File: src/rtl/core/thrh_pkg.sv
`timescale 1ns / 1ps
// ----------------------------------------------------------------------------
// thrh_pkg
// Shared sizes, codes and types of the token time/rate histogram unit.
// ----------------------------------------------------------------------------
package thrh_pkg;

    localparam int ROWS        = 96;
    localparam int COLS        = 9;
    localparam int COUNT_WIDTH = 20;

    localparam int TOK_DEPTH = 7;
    localparam int LEN_W     = 3;
    localparam int CELLS     = ROWS * COLS;
    localparam int ADDR_W    = (CELLS > 1) ? $clog2(CELLS) : 1;
    localparam int ROW_W     = 9;
    localparam int COL_W     = 4;
    localparam int PROD_W    = ROW_W + COL_W;
    localparam int OUT_W     = 20;

    localparam logic MODE_READ = 1'b1;

    typedef logic [ADDR_W-1:0]      t_addr;
    typedef logic [COUNT_WIDTH-1:0] t_count;

    typedef struct packed {
        logic  inc;
        logic  rd;
        logic  oor;
        logic  halt;
        t_addr addr;
    } t_req;

endpackage

File: src/rtl/core/thrh_parser.sv
`timescale 1ns / 1ps
// ----------------------------------------------------------------------------
// thrh_parser
// Token buffer, rate binning, time to row conversion and halt state; turns
// each accepted item into a count or read request for the count memory.
// ----------------------------------------------------------------------------
module thrh_parser import thrh_pkg::*; (
    input  logic       i_clk,
    input  logic       i_rst_n,
    input  logic       i_accept,
    input  logic       i_mode,
    input  logic [7:0] i_char_byte,
    input  logic [6:0] i_read_row,
    input  logic [3:0] i_read_col,
    output t_req       o_req
);

    function automatic logic is_delim(input logic [7:0] b);
        return (b >= 8'd9 && b <= 8'd13) || (b >= 8'd32 && b <= 8'd47) ||
               (b >= 8'd58 && b <= 8'd64) || (b >= 8'd91 && b <= 8'd96) ||
               (b >= 8'd123 && b <= 8'd126);
    endfunction

    function automatic logic is_digit(input logic [7:0] b);
        return b >= 8'd48 && b <= 8'd57;
    endfunction

    logic [7:0]       r_chars [TOK_DEPTH];
    logic [LEN_W-1:0] r_len;
    logic             r_in_token;
    logic             r_halt;

    logic [TOK_DEPTH-1:0] dig;
    logic [3:0]           val [TOK_DEPTH];
    logic                 r4, r5, r6;
    logic                 in_bin, rate_ok, time_ok, row_ok, rd_ok;
    logic [COL_W-1:0]     col;
    logic [6:0]           hh, mm;
    logic [2:0]           q;
    logic [ROW_W-1:0]     row;
    logic [PROD_W-1:0]    inc_full, rd_full;
    logic                 delim, text_go, finish, rd_go;

    always_comb begin
        for (int i = 0; i < TOK_DEPTH; i++) begin
            dig[i] = is_digit(r_chars[i]) && (r_len > LEN_W'(i));
            val[i] = 4'(r_chars[i] - 8'd48);
        end
    end

    // leading digits among characters 4 to 6
    assign r4 = dig[4];
    assign r5 = r4 && dig[5];
    assign r6 = r5 && dig[6];

    always_comb begin
        in_bin = 1'b0;
        col    = '0;
        if (r5 && !r6 && val[4] >= 4'd4) begin
            in_bin = 1'b1;
            col    = val[4] - 4'd4;
        end else if (r6 && val[4] == 4'd1 && val[5] <= 4'd2) begin
            in_bin = 1'b1;
            col    = val[5] + 4'd6;
        end else if (r6 && val[4] == 4'd0 && val[5] >= 4'd4) begin
            in_bin = 1'b1;
            col    = val[5] - 4'd4;
        end
    end

    assign rate_ok = in_bin && (col < COL_W'(COLS));
    assign time_ok = (r_len >= LEN_W'(4)) && (&dig[3:0]);

    assign hh = 7'(val[0]) * 7'd10 + 7'(val[1]);
    assign mm = 7'(val[2]) * 7'd10 + 7'(val[3]);
    assign q  = 3'(mm >= 7'd15) + 3'(mm >= 7'd30) + 3'(mm >= 7'd45) +
                3'(mm >= 7'd60) + 3'(mm >= 7'd75) + 3'(mm >= 7'd90);
    assign row    = ROW_W'({hh, 2'b00}) + ROW_W'(q);
    assign row_ok = row < ROW_W'(ROWS);

    assign inc_full = PROD_W'(row) * PROD_W'(COLS) + PROD_W'(col);
    assign rd_full  = PROD_W'(i_read_row) * PROD_W'(COLS) + PROD_W'(i_read_col);
    assign rd_ok    = (ROW_W'(i_read_row) < ROW_W'(ROWS)) && (i_read_col < COL_W'(COLS));

    assign delim   = is_delim(i_char_byte);
    assign rd_go   = i_accept && (i_mode == MODE_READ);
    assign text_go = i_accept && (i_mode != MODE_READ) && !r_halt;
    assign finish  = text_go && delim && r_in_token;

    always_comb begin
        o_req.inc  = finish && rate_ok && time_ok && row_ok;
        o_req.rd   = rd_go;
        o_req.oor  = !rd_ok;
        o_req.halt = r_halt;
        o_req.addr = rd_go ? rd_full[ADDR_W-1:0] : inc_full[ADDR_W-1:0];
    end

    always_ff @(posedge i_clk) begin
        if (!i_rst_n) begin
            for (int i = 0; i < TOK_DEPTH; i++) r_chars[i] <= '0;
            r_len      <= '0;
            r_in_token <= 1'b0;
            r_halt     <= 1'b0;
        end else if (finish) begin
            for (int i = 0; i < TOK_DEPTH; i++) r_chars[i] <= '0;
            r_len      <= '0;
            r_in_token <= 1'b0;
            r_halt     <= !rate_ok;
        end else if (text_go && !delim) begin
            r_in_token <= 1'b1;
            if (r_len < LEN_W'(TOK_DEPTH)) begin
                r_chars[r_len] <= i_char_byte;
                r_len          <= r_len + LEN_W'(1);
            end
        end
    end

endmodule

File: config.mk
export PLATFORM = sky130hd
export DESIGN_NAME = thrh_parser
export DESIGN_NICKNAME = d
export VERILOG_FILES = /design/src/rtl/core/thrh_pkg.sv /design/src/rtl/core/thrh_parser.sv
export SDC_FILE = /design/constraint.sdc
export NUM_CORES = 1
export LEC_CHECK = 0
export ABC_AREA = 1
export BUFFER_PORTS_ARGS = -buffer_cell sky130_fd_sc_hd__buf_2
export CORE_MARGIN = 10
export CORE_UTILIZATION = 25
export CTS_CLUSTER_SIZE = 25
export DETAILED_ROUTE_END_ITERATION = 8
export HOLD_SLACK_MARGIN = 0.05
export SLEW_MARGIN = 40
export SYNTH_ARGS = -nofsm -noshare
export SYNTH_HDL_FRONTEND = slang
export SYNTH_SLANG_ARGS = --single-unit
export TNS_END_PERCENT = 20
File: constraint.sdc
create_clock -name i_clk -period 6.15 [get_ports i_clk]
set_input_delay 0.615 -clock i_clk [delete_from_list [all_inputs] [get_ports i_clk]]
set_output_delay 0.615 -clock i_clk [all_outputs]
set_load 0.1 [all_outputs]
==> impl_metrics.json, run 1 <==
{
  "ctsHoldBuffers": 0,
  "finalHoldViolCount": 0,
  "dr.pass1.iters": 5,
  "ant_nets": 0,
  "crit_fanout": 4,
  "synth_top_cell_by_area": "edfxtp_1",
  "slowest_delay_ps": 530,
  "antenna_found_initial": 0,
  "dp_slack_ps": -580,
  "slowest_stage": "fa_1",
  "critical_path_class": "reg -> out",
  "crit_path_end_kind": "primary output",
  "fin_nets": 749,
  "syn-instance-count": 565,
  "synth_top_area_share_pct": 34.6,
  "die_h_microns": 158,
  "n_antenna_cell": 0,
  "r2r_cells": 7,
  "reg2reg_from": "r_halt",
  "synth_seq_cells": 60,
  "holdCritStartpoint": "r_in_token",
  "reg2reg_to": "r_chars[5][3]",
  "fmax_ghz": 0.144,
  "start_util_pct": 25.5,
  "avgSynthCellArea_sq_um": 8.46,
  "rrSetupSlack_ps": 3920,
  "fin_skew_ps": 3.77,
  "drt_iter0_markers": 136,
  "wire_per_inst_microns": 11.5,
  "violations": "setup timing",
  "grt.total_usage_pct": 8.17,
  "rows": 50,
  "fin_cells": 886,
  "hold_class": "reg -> reg",
  "dieArea_sq_um": 25000,
  "dpl.hpwl_microns": 8170,
  "synthArstFlopShare_pct": 0,
  "dp_cells": 866,
  "post_dp_cell_area_sq_um": 5760,
  "arrival_ps": 6340,
  "slew_headroom_pct": 62.3,
  "cts-buffers-inserted": 9,
  "path_buf_inv": 8,
  "clkSlewWorstSetupHoldPaths_ps": 50,
  "fin_area_sq_um": 6200,
  "worstSkewPairLatency_ps": 320,
  "drive_gt1_share_pct": 24.2,
  "yosysWarnings": 0,
  "power.density_nw_per_um2": 383,
  "drc": 0,
  "overflow": 0,
  "holdPathStages": 2,
  "ir_drop_v": 0.000188,
  "num_vias": 3851,
  "h-tree-depth": 3,
  "maxSlewViolCount": 0,
  "required_ps": 5530,
  "finalCritPeriodShare_pct": 113,
  "synthToLayoutAreaGrowth_pct": 29.8,
  "synthFlopType": "edfxtp_1",
  "outcome": "finished, violations left",
  "gp_congestion": 0.817,
  "rsz0062_at_grt": "true",
  "fin_ws_ps": -807,
  "io_pins": 37,
  "path_common_cell": "inv_1",
  "syn_nets": 667,
  "numPortBuffers": 36,
  "syn_area_sq_um": 4780,
  "yosysSeqAreaShare_pct": 36.7,
  "grt_pass1_wl_microns": 16700,
  "finalSetupViolCount": 8,
  "grt_pass1_vias": 3693,
  "leakage_nw": 2.94,
  "cts_sinks": 60,
  "worstHoldEndpoint": "r_in_token",
  "fin_crit_ps": 6960,
  "cp-start-kind": "flip-flop",
  "critical-path-top-delay-family": "adder cells",
  "ys_types": 39,
  "viasPerCell": 4.35,
  "cts_buffer_depth": 2,
  "worst_pin_slew_ps": 559,
  "wirelength_microns": 10200,
  "die_w_microns": 158,
  "clockRootBuffer": "clkbuf_16",
  "yosys-top-cells-area": "edfxtp_1, ha_1, nand2_1, nor2_1, inv_1",
  "core_sq_um": 18800,
  "maxCapViolations": 0,
  "grt_max_degree": 14,
  "cts_tree": "done",
  "hold_ws_ps": 485,
  "utilization_pct": 33.0,
  "synth_edf_count": 55
}
## final cells by class
| cell class | count | area (sq um) |
|---|---|---|
| multi-input combinational | 420 | 2960 |
| tap | 234 | 293 |
| inverter | 80 | 300 |
| fill | 1979 | 12600 |
| timing repair buffer | 76 | 616 |
| clock buffer | 10 | 229 |
| sequential | 60 | 1750 |
| clock inverter | 6 | 55.1 |
## metrics by stage
step,total power [mW],setup TNS (ps)
global placement,1.87,-1310
detailed placement,1.88,-1710
floorplan,1.42,-1230
global route,2.53,-6290
CTS,2.36,-3990
finish,2.37,-3290
## cell usage after synthesis, types with 2 or more instances
cell type  instances
nand2_1          107
nor2_1            91
ha_1              70
inv_1             70
edfxtp_1          55
o21ai_0           27
nand3_1           24
a21oi_1           22
nand4_1           13
xor2_1            10
fa_1               9
inv_2              9
nor3_1             8
nand2_2            6
dfxtp_1            5
xnor2_1            5
buf_4              3
nor2_4             3
or2_2              3
a31oi_1            2
o21ai_1            2
o21bai_1           2
o22ai_1            2
xor2_2             2
## logic make-up after synthesis
kind of cell / count (synthesis) / share of synthesized area [%]
flops: 60 / 36.7
compound gates: 60 / 6.68
buf+inv: 85 / 6.94
simple gates: 264 / 24.2
xor+xnor: 17 / 3.43
fa+ha+maj: 79 / 22.1
## routing by layer
metal	routed length, microns	vias to the layer above	share of wire (%)	global-route usage [%]
met1	5090	1738	50	10.7
met4	143	0	1.4	3.13
li1	-	2037	-	-
met2	4530	64	44	13.0
met5	0	-	0	0
met3	466	12	4.6	1.63
## where the power goes
group / leakage, nW / total (mW) / switching (mW) / internal (mW)
clock: 0.137 / 0.475 / 0.166 / 0.309
combinational: 2.19 / 1.42 / 0.866 / 0.557
sequential: 0.611 / 0.475 / 0.0114 / 0.464
## state kept, by name, summed over array words and instances, names as in the netlist
signal / count
r_len: 3
r_chars: 55
r_halt: 1
r_in_token: 1
## tightest hold or removal path, cell delays in order, from the launching register on
cell and delay (ps):
dfxtp_1 320, a21oi_1 40, nor2_1 90
## worst max path at each step
stage | depth (start not counted) | from | slack (ps) | end
6_report | 35 | r_chars[2][1] | -810 | o_req[9]
3_5_place_dp | 37 | r_chars[2][0] | -580 | o_req[9]
2_1_floorplan | 33 | r_chars[2][1] | -250 | o_req[9]
5_1_grt | 36 | r_chars[2][0] | -1290 | o_req[9]
4_1_cts | 37 | r_chars[2][2] | -890 | o_req[9]
3_3_place_gp | 37 | r_chars[2][0] | -470 | o_req[9]
## cells in the final DEF, fill, tap and decap left out, types with 9 or more instances in the layout
cell	instances
nand2_1	104
nor2_1	88
inv_1	67
ha_1	59
edfxtp_1	55
buf_4	40
buf_2	27
o21ai_0	21
nand3_1	21
a21oi_1	17
nand4_1	13
inv_2	12
xor2_1	9
ha_4	9
clkbuf_16	9
buf_12	9
## repair_timing
action | CTS | global route
resized for setup | 3 | 24
hold endpoints to repair | 0 | 0
setup buffers | 2 | 2
pin swaps | 5 | 11
endpoints found under the setup margin | 9 | 10
No activity file was read; power rests on OpenSTA's default activity.
==> inputs of run 2 (changes only) <==
--- a/config.mk
+++ b/config.mk
@@ -7,11 +7,14 @@
 export LEC_CHECK = 0
 export ABC_AREA = 1
 export BUFFER_PORTS_ARGS = -buffer_cell sky130_fd_sc_hd__buf_2
+export CELL_PAD_IN_SITES_DETAIL_PLACEMENT = 1
+export CELL_PAD_IN_SITES_GLOBAL_PLACEMENT = 2
 export CORE_MARGIN = 10
 export CORE_UTILIZATION = 25
 export CTS_CLUSTER_SIZE = 25
 export DETAILED_ROUTE_END_ITERATION = 8
 export HOLD_SLACK_MARGIN = 0.05
+export PLACE_DENSITY_LB_ADDON = 0.1
 export SLEW_MARGIN = 40
 export SYNTH_ARGS = -nofsm -noshare
 export SYNTH_HDL_FRONTEND = slang
==> run 2 against run 1 <==
- the run still ends with setup timing left
- core utilization up 0.33 points
- sequential share of layout area decreased by 0.28 points
- via count is 4.8% higher
- clock skew barely moved
- power is 2.4% higher
- sequential power about the same
- count of clock-buffer cells in the layout decreased by 1
==> impl_metrics.json, run 2 (synthesis gave the netlist of run 1 again) <==
{
  "fill_cells": 2242,
  "post_dp_cell_area_sq_um": 5780,
  "clkSlewWorstSetupHoldPaths_ps": 50,
  "fmax_ghz": 0.142,
  "utilization_pct": 33.4,
  "cts-buffers-inserted": 9,
  "cp-start-kind": "flip-flop",
  "crit_fanout": 4,
  "path_buf_inv": 7,
  "worst_pin_slew_ps": 639,
  "fin_skew_ps": 3.90,
  "maxCapViolations": 0,
  "ant_nets": 0,
  "holdPathStages": 2,
  "viasPerCell": 4.53,
  "cts_buffer_depth": 2,
  "die_w_microns": 158,
  "n_antenna_cell": 0,
  "overflow": 0,
  "num_vias": 4037,
  "rsz0062_at_grt": "true",
  "hold_ws_ps": 501,
  "die_h_microns": 158,
  "wirelength_microns": 12700,
  "final_common_cell": "nand2_1",
  "grt_use_met1_pct": 12.6,
  "outcome": "finished, violations left",
  "slowest_stage": "fa_1",
  "slowest_delay_ps": 570,
  "required_ps": 5530,
  "dpl.hpwl_microns": 10600,
  "power.density_nw_per_um2": 388,
  "grt.busiest_layer": "met2",
  "cp.depth": 34,
  "io_pins": 37,
  "critical-path-top-delay-family": "adder cells",
  "core_sq_um": 18800,
  "largest_register": "r_chars",
  "p_clk_share_pct": 21.2,
  "grtUsageMet3_pct": 1.74,
  "p_switching_mw": 1.05,
  "fin_cells": 892,
  "swShare_pct": 43.4,
  "grt.total_usage_pct": 10.8,
  "violations": "setup timing",
  "grt_pass1_vias": 4376,
  "drc": 0,
  "multiInputGateArea_sq_um": 2940,
  "r2r_cells": 7,
  "fin_crit_ps": 7020,
  "synthToLayoutAreaGrowth_pct": 31.1,
  "wire_per_inst_microns": 14.3,
  "path_common_cell": "inv_1",
  "critical_path_class": "reg -> out",
  "antenna_found_initial": 0,
  "finalCritPeriodShare_pct": 114,
  "seqPwrFrac_pct": 19.6,
  "leakage_nw": 2.98,
  "fin_nets": 756,
  "numPortBuffers": 36,
  "register_area_sq_um": 1750,
  "grt_max_degree": 14,
  "cts_tree": "done",
  "fin_ws_ps": -873,
  "final_cell_mix": "nand2_1, nor2_1, inv_1",
  "finalHoldViolCount": 0,
  "fin_area_sq_um": 6260,
  "largest_reg_flops": 55,
  "intPower_mw": 1.38,
  "combPwrFrac_pct": 59.2,
  "maxSlewViolCount": 0,
  "gp_congestion": 0.731,
  "finalSetupViolCount": 8,
  "clockRootBuffer": "clkbuf_16",
  "ctsHoldBuffers": 0,
  "grt_pass1_wl_microns": 21200,
  "slew_headroom_pct": 56.9,
  "top_regs": "r_chars: 55 flops, r_len: 3 flops",
  "rows": 50,
  "drt_iter0_markers": 119,
  "dieArea_sq_um": 25000,
  "dr.pass1.iters": 4,
  "worstSkewPairLatency_ps": 320,
  "drive_gt1_share_pct": 25.4,
  "dp_cells": 867,
  "arrival_ps": 6410,
  "crit_path_end_kind": "primary output",
  "grt_use_met2_pct": 19.6,
  "ir_drop_v": 0.000324,
  "start_util_pct": 25.5,
  "hold_class": "reg -> reg",
  "h-tree-depth": 3,
  "cts_sinks": 60
}
==> run 2: path summary, 6_finish.rpt <==
check	startpoint	endpoint	slack, ps
max	r_chars[2][1]	o_req[9]	-870
min	r_in_token	r_in_token	500
min reg2reg	r_in_token	r_in_token	500
max reg2reg	r_len[2]	r_chars[5][1]	3850
==> run 2: cell type report <==
class / count / area share (%)
multi-input combinational: 420 / 47.0
sequential: 60 / 28.0
timing repair buffer: 83 / 10.7
inverter: 80 / 4.80
tap: 234 / 4.68
clock buffer: 9 / 3.60
clock inverter: 6 / 1.28
==> run 2: stage by stage <==
step	worst slack, ps	power (mW)	TNS, ps
finish	-873	2.43	-3660
global route	-1360	2.60	-7520
CTS	-928	2.45	-4300
detailed placement	-622	1.92	-2140
global placement	-507	1.90	-1440
floorplan	-255	1.42	-1230
==> run 2: power by group through the flow <==
stage	logic, mW	registers, mW	clock network, mW
after floorplan	0.936	0.479	0
after global placement	1.42	0.483	0
final	1.44	0.476	0.515
after CTS	1.45	0.476	0.527
after detailed placement	1.43	0.484	0
after global routing	1.57	0.478	0.548
==> run 2: layer usage <==
layer	share of wire, %	up-vias
li1	-	2052
met1	43	1933
met2	53	38
met3	2.6	14
met4	1.4	0
met5	0	-
==> run 2: timing repair <==
| item | in CTS | in global routing |
|---|---|---|
| buffers inserted | 4 | 6 |
| gates resized for setup | 7 | 15 |
| pin swaps | 5 | 17 |
| hold endpoints to repair | 0 | 0 |
| setup endpoints to repair | 9 | 10 |
==> run 2: tightest hold or removal path: stages, from the launching register on <==
cell and delay [ps]:
dfxtp_1 330, a21oi_1 50, nor2_1 90
==> inputs of run 3 (changes only) <==
--- a/config.mk
+++ b/config.mk
@@ -5,7 +5,6 @@
 export SDC_FILE = /design/constraint.sdc
 export NUM_CORES = 1
 export LEC_CHECK = 0
-export ABC_AREA = 1
 export BUFFER_PORTS_ARGS = -buffer_cell sky130_fd_sc_hd__buf_2
 export CELL_PAD_IN_SITES_DETAIL_PLACEMENT = 1
 export CELL_PAD_IN_SITES_GLOBAL_PLACEMENT = 2
@@ -13,7 +12,6 @@
 export CORE_UTILIZATION = 25
 export CTS_CLUSTER_SIZE = 25
 export DETAILED_ROUTE_END_ITERATION = 8
-export HOLD_SLACK_MARGIN = 0.05
 export PLACE_DENSITY_LB_ADDON = 0.1
 export SLEW_MARGIN = 40
 export SYNTH_ARGS = -nofsm -noshare
==> constraint.sdc (replaced) <==
create_clock -name i_clk -period 6.6 [get_ports i_clk]
set_input_delay 0.66 -clock i_clk [delete_from_list [all_inputs] [get_ports i_clk]]
set_output_delay 0.66 -clock i_clk [all_outputs]
set_load 0.1 [all_outputs]
==> run 3 against run 2 <==
- the run still ends with setup timing left
- count of clock-buffer cells in the layout unchanged
- first-iteration DRC count shrank 5.0%
- worst setup slack better by 190 ps
- non-clock buffer count fell by 5
- flip-flop and latch count unchanged
- power fell by 6.7%
- clock power is 16% lower
- critical path type unchanged
==> impl_metrics.json, run 3 <==
{
  "antenna_found_initial": 0,
  "drive_gt1_share_pct": 23.1,
  "top_regs": "r_chars: 55 flops, r_len: 3 flops",
  "fin_nets": 663,
  "synth_commonest_cells": "ha_1, edfxtp_1, nor2_1, inv_1, nand2_1",
  "required_ps": 5940,
  "synth_compound_area_share_pct": 12.1,
  "yosys.cell_count.top_type": "ha_1",
  "dieArea_sq_um": 25400,
  "wire_per_inst_microns": 16.2,
  "clockRootBuffer": "clkbuf_16",
  "maxSlewViolCount": 0,
  "routed-wl-met2_microns": 6850,
  "syn-instance-count": 485,
  "n_antenna_cell": 0,
  "cts_tree": "done",
  "grt_max_degree": 38,
  "leakage_nw": 2.55,
  "finalCritPeriodShare_pct": 110,
  "grt.total_usage_pct": 10.6,
  "viasPerCell": 4.72,
  "yosysWarnings": 0,
  "avgSynthCellArea_sq_um": 10.0,
  "finalHoldViolCount": 0,
  "fin_crit_ps": 7280,
  "grt_pass1_wl_microns": 22300,
  "synth_top_cell_by_area": "edfxtp_1",
  "synth_xor_xnor_area_share_pct": 6.43,
  "cp-start-kind": "flip-flop",
  "arrival_ps": 6620,
  "fin_skew_ps": 4.67,
  "finalSetupViolCount": 6,
  "drt_iter0_markers": 113,
  "crit_fanout": 4,
  "synthAdderAreaFrac_pct": 21.7,
  "final_common_cell": "ha_1",
  "dp_cells": 806,
  "power.density_nw_per_um2": 367,
  "synthFlopType": "edfxtp_1",
  "gp_congestion": 0.763,
  "met3RoutedLength_microns": 184,
  "start_util_pct": 25.7,
  "drc": 0,
  "syn_nets": 587,
  "synth.area.mux_share_pct": 1.08,
  "synthToLayoutAreaGrowth_pct": 26.9,
  "cts-buffers-inserted": 9,
  "die_w_microns": 160,
  "wirelength_microns": 13400,
  "fin_ws_ps": -681,
  "dr.pass1.iters": 4,
  "tns_ps": -2410,
  "largest_register": "r_chars",
  "synth_top_area_share_pct": 33.9,
  "clkSlewWorstSetupHoldPaths_ps": 60,
  "critical_path_class": "reg -> out",
  "core_sq_um": 19000,
  "io_pins": 37,
  "fmax_ghz": 0.137,
  "worstSkewPairLatency_ps": 330,
  "numPortBuffers": 36,
  "die_h_microns": 160,
  "dr.max_layer_used": "met4",
  "yosys-top-cells-area": "edfxtp_1, ha_1, xnor2_1, fa_1, nor4_1",
  "wl_met1_microns": 6250,
  "violations": "setup timing",
  "grt_pass1_vias": 4278,
  "num_vias": 3898,
  "slew_headroom_pct": 49.1,
  "synth_seq_cells": 60,
  "largest_reg_flops": 55,
  "maxCapViolations": 0,
  "p_total_mw": 2.27,
  "utilization_pct": 32.6,
  "cts_buffer_depth": 2,
  "dpl.hpwl_microns": 11000,
  "fin_cells": 826,
  "ys_types": 63,
  "worst_pin_slew_ps": 759,
  "overflow": 0,
  "ir_drop_v": 0.000197,
  "dp_slack_ps": -549,
  "synth_top_family_by_area": "adder cells",
  "crit_path_end_kind": "primary output",
  "hold_class": "reg -> reg",
  "final_cell_mix": "ha_1, edfxtp_1, buf_4",
  "syn_area_sq_um": 4870,
  "ctsHoldBuffers": 0,
  "yosys.area_share.simple_pct": 18.8,
  "outcome": "finished, violations left",
  "cts_sinks": 60,
  "rsz0062_at_grt": "true",
  "yosysSeqAreaShare_pct": 36.0,
  "h-tree-depth": 3,
  "rows": 50,
  "synth_edf_count": 55,
  "synthArstFlopShare_pct": 0,
  "ant_nets": 0
}
==> run 3: changes by cell type after synthesis, sizes merged, moves of 7 or more <==
| cell | before | now |
|---|---|---|
| nor2 | 95 | 40 |
| clkbuf | 2 | 9 |
| nand2 | 113 | 28 |
| nor4 | 1 | 26 |
| xnor2 | 5 | 26 |
| or3 | 0 | 7 |
| nor2b | 0 | 8 |
| nand3 | 25 | 15 |
| o31ai | 1 | 8 |
| inv | 79 | 35 |
| and2 | 0 | 10 |
==> run 3: per-layer routing <==
metal  GRT usage (%)  vias to the layer above
met5               0                        -
met3            1.65                        9
met4            2.78                        0
met1            13.1                     1916
li1                -                     1946
met2            18.7                       27
==> run 3: timing repair <==
| item | CTS | global route |
|---|---|---|
| endpoints found under the setup margin | 7 | 9 |
| setup buffers | 1 | 3 |
| resized for setup | 8 | 15 |
| gates cloned | 0 | 0 |
| pin swaps | 4 | 18 |
==> run 3: kinds of logic (layout without fill, tap and decap cells) <==
| family | after synthesis | count (layout) |
|---|---|---|
| flip-flops | 60 | 60 |
| adder cells (fa/ha/maj) | 79 | 79 |
| AO/OA/AOI/OAI | 91 | 91 |
| AND/OR/NAND/NOR | 168 | 168 |
| buffers and inverters | 48 | 129 |
| multiplexers | 5 | 5 |
| XOR/XNOR | 34 | 34 |
==> run 3: per-stage QoR <==
stage | hold WS [ps] | instance area (sq um)
5_1_grt | 492 | 6170
2_1_floorplan | 426 | 4910
3_3_place_gp | 439 | 5780
3_5_place_dp | 446 | 5790
6_report | 455 | 6170
4_1_cts | 454 | 6100
==> run 3: layout make-up <==
type,instances,area [sq um]
Inverter,35,131
Timing Repair Buffer,78,634
Multi-Input combinational cell,377,3060
Sequential cell,60,1750
Tap cell,260,325
Clock inverter,7,51.3
Clock buffer,9,225
Fill cell,2155,12800
==> run 3: critical path, stage by stage, from the launching register on <==
cell	delay (ps)
edfxtp_1	440
ha_4	280
ha_4	160
fa_1	580
nand3_2	110
xnor2_2	230
buf_4	160
o31ai_2	70
fa_1	490
inv_2	40
fa_1	440
inv_1	70
ha_2	190
inv_2	40
fa_2	390
or3_4	420
o311ai_4	350
xnor2_2	170
xnor2_1	140
ha_1	260
ha_2	180
or3_1	370
o21ai_1	80
a21oi_1	60
xnor2_1	250
mux2i_4	120
buf_12	200
==> run 3: path summary, 6_finish.rpt <==
check                     start       endpoint  slack, ps  depth (start not counted)
setup / recovery  r_chars[2][3]       o_req[9]       -680                         26
hold / removal       r_in_token     r_in_token        460                          2
setup reg to reg         r_halt  r_chars[6][5]       3850                          4
hold reg to reg      r_in_token     r_in_token        460                          2
==> run 3: power breakdown <==
part           switching (mW)  total (mW)  internal (mW)  leakage [nW]
combinational           0.841        1.39          0.550          1.80
clock                   0.176       0.431          0.255         0.132
sequential             0.0124       0.444          0.432         0.611
total                    1.03        2.27           1.24          2.55
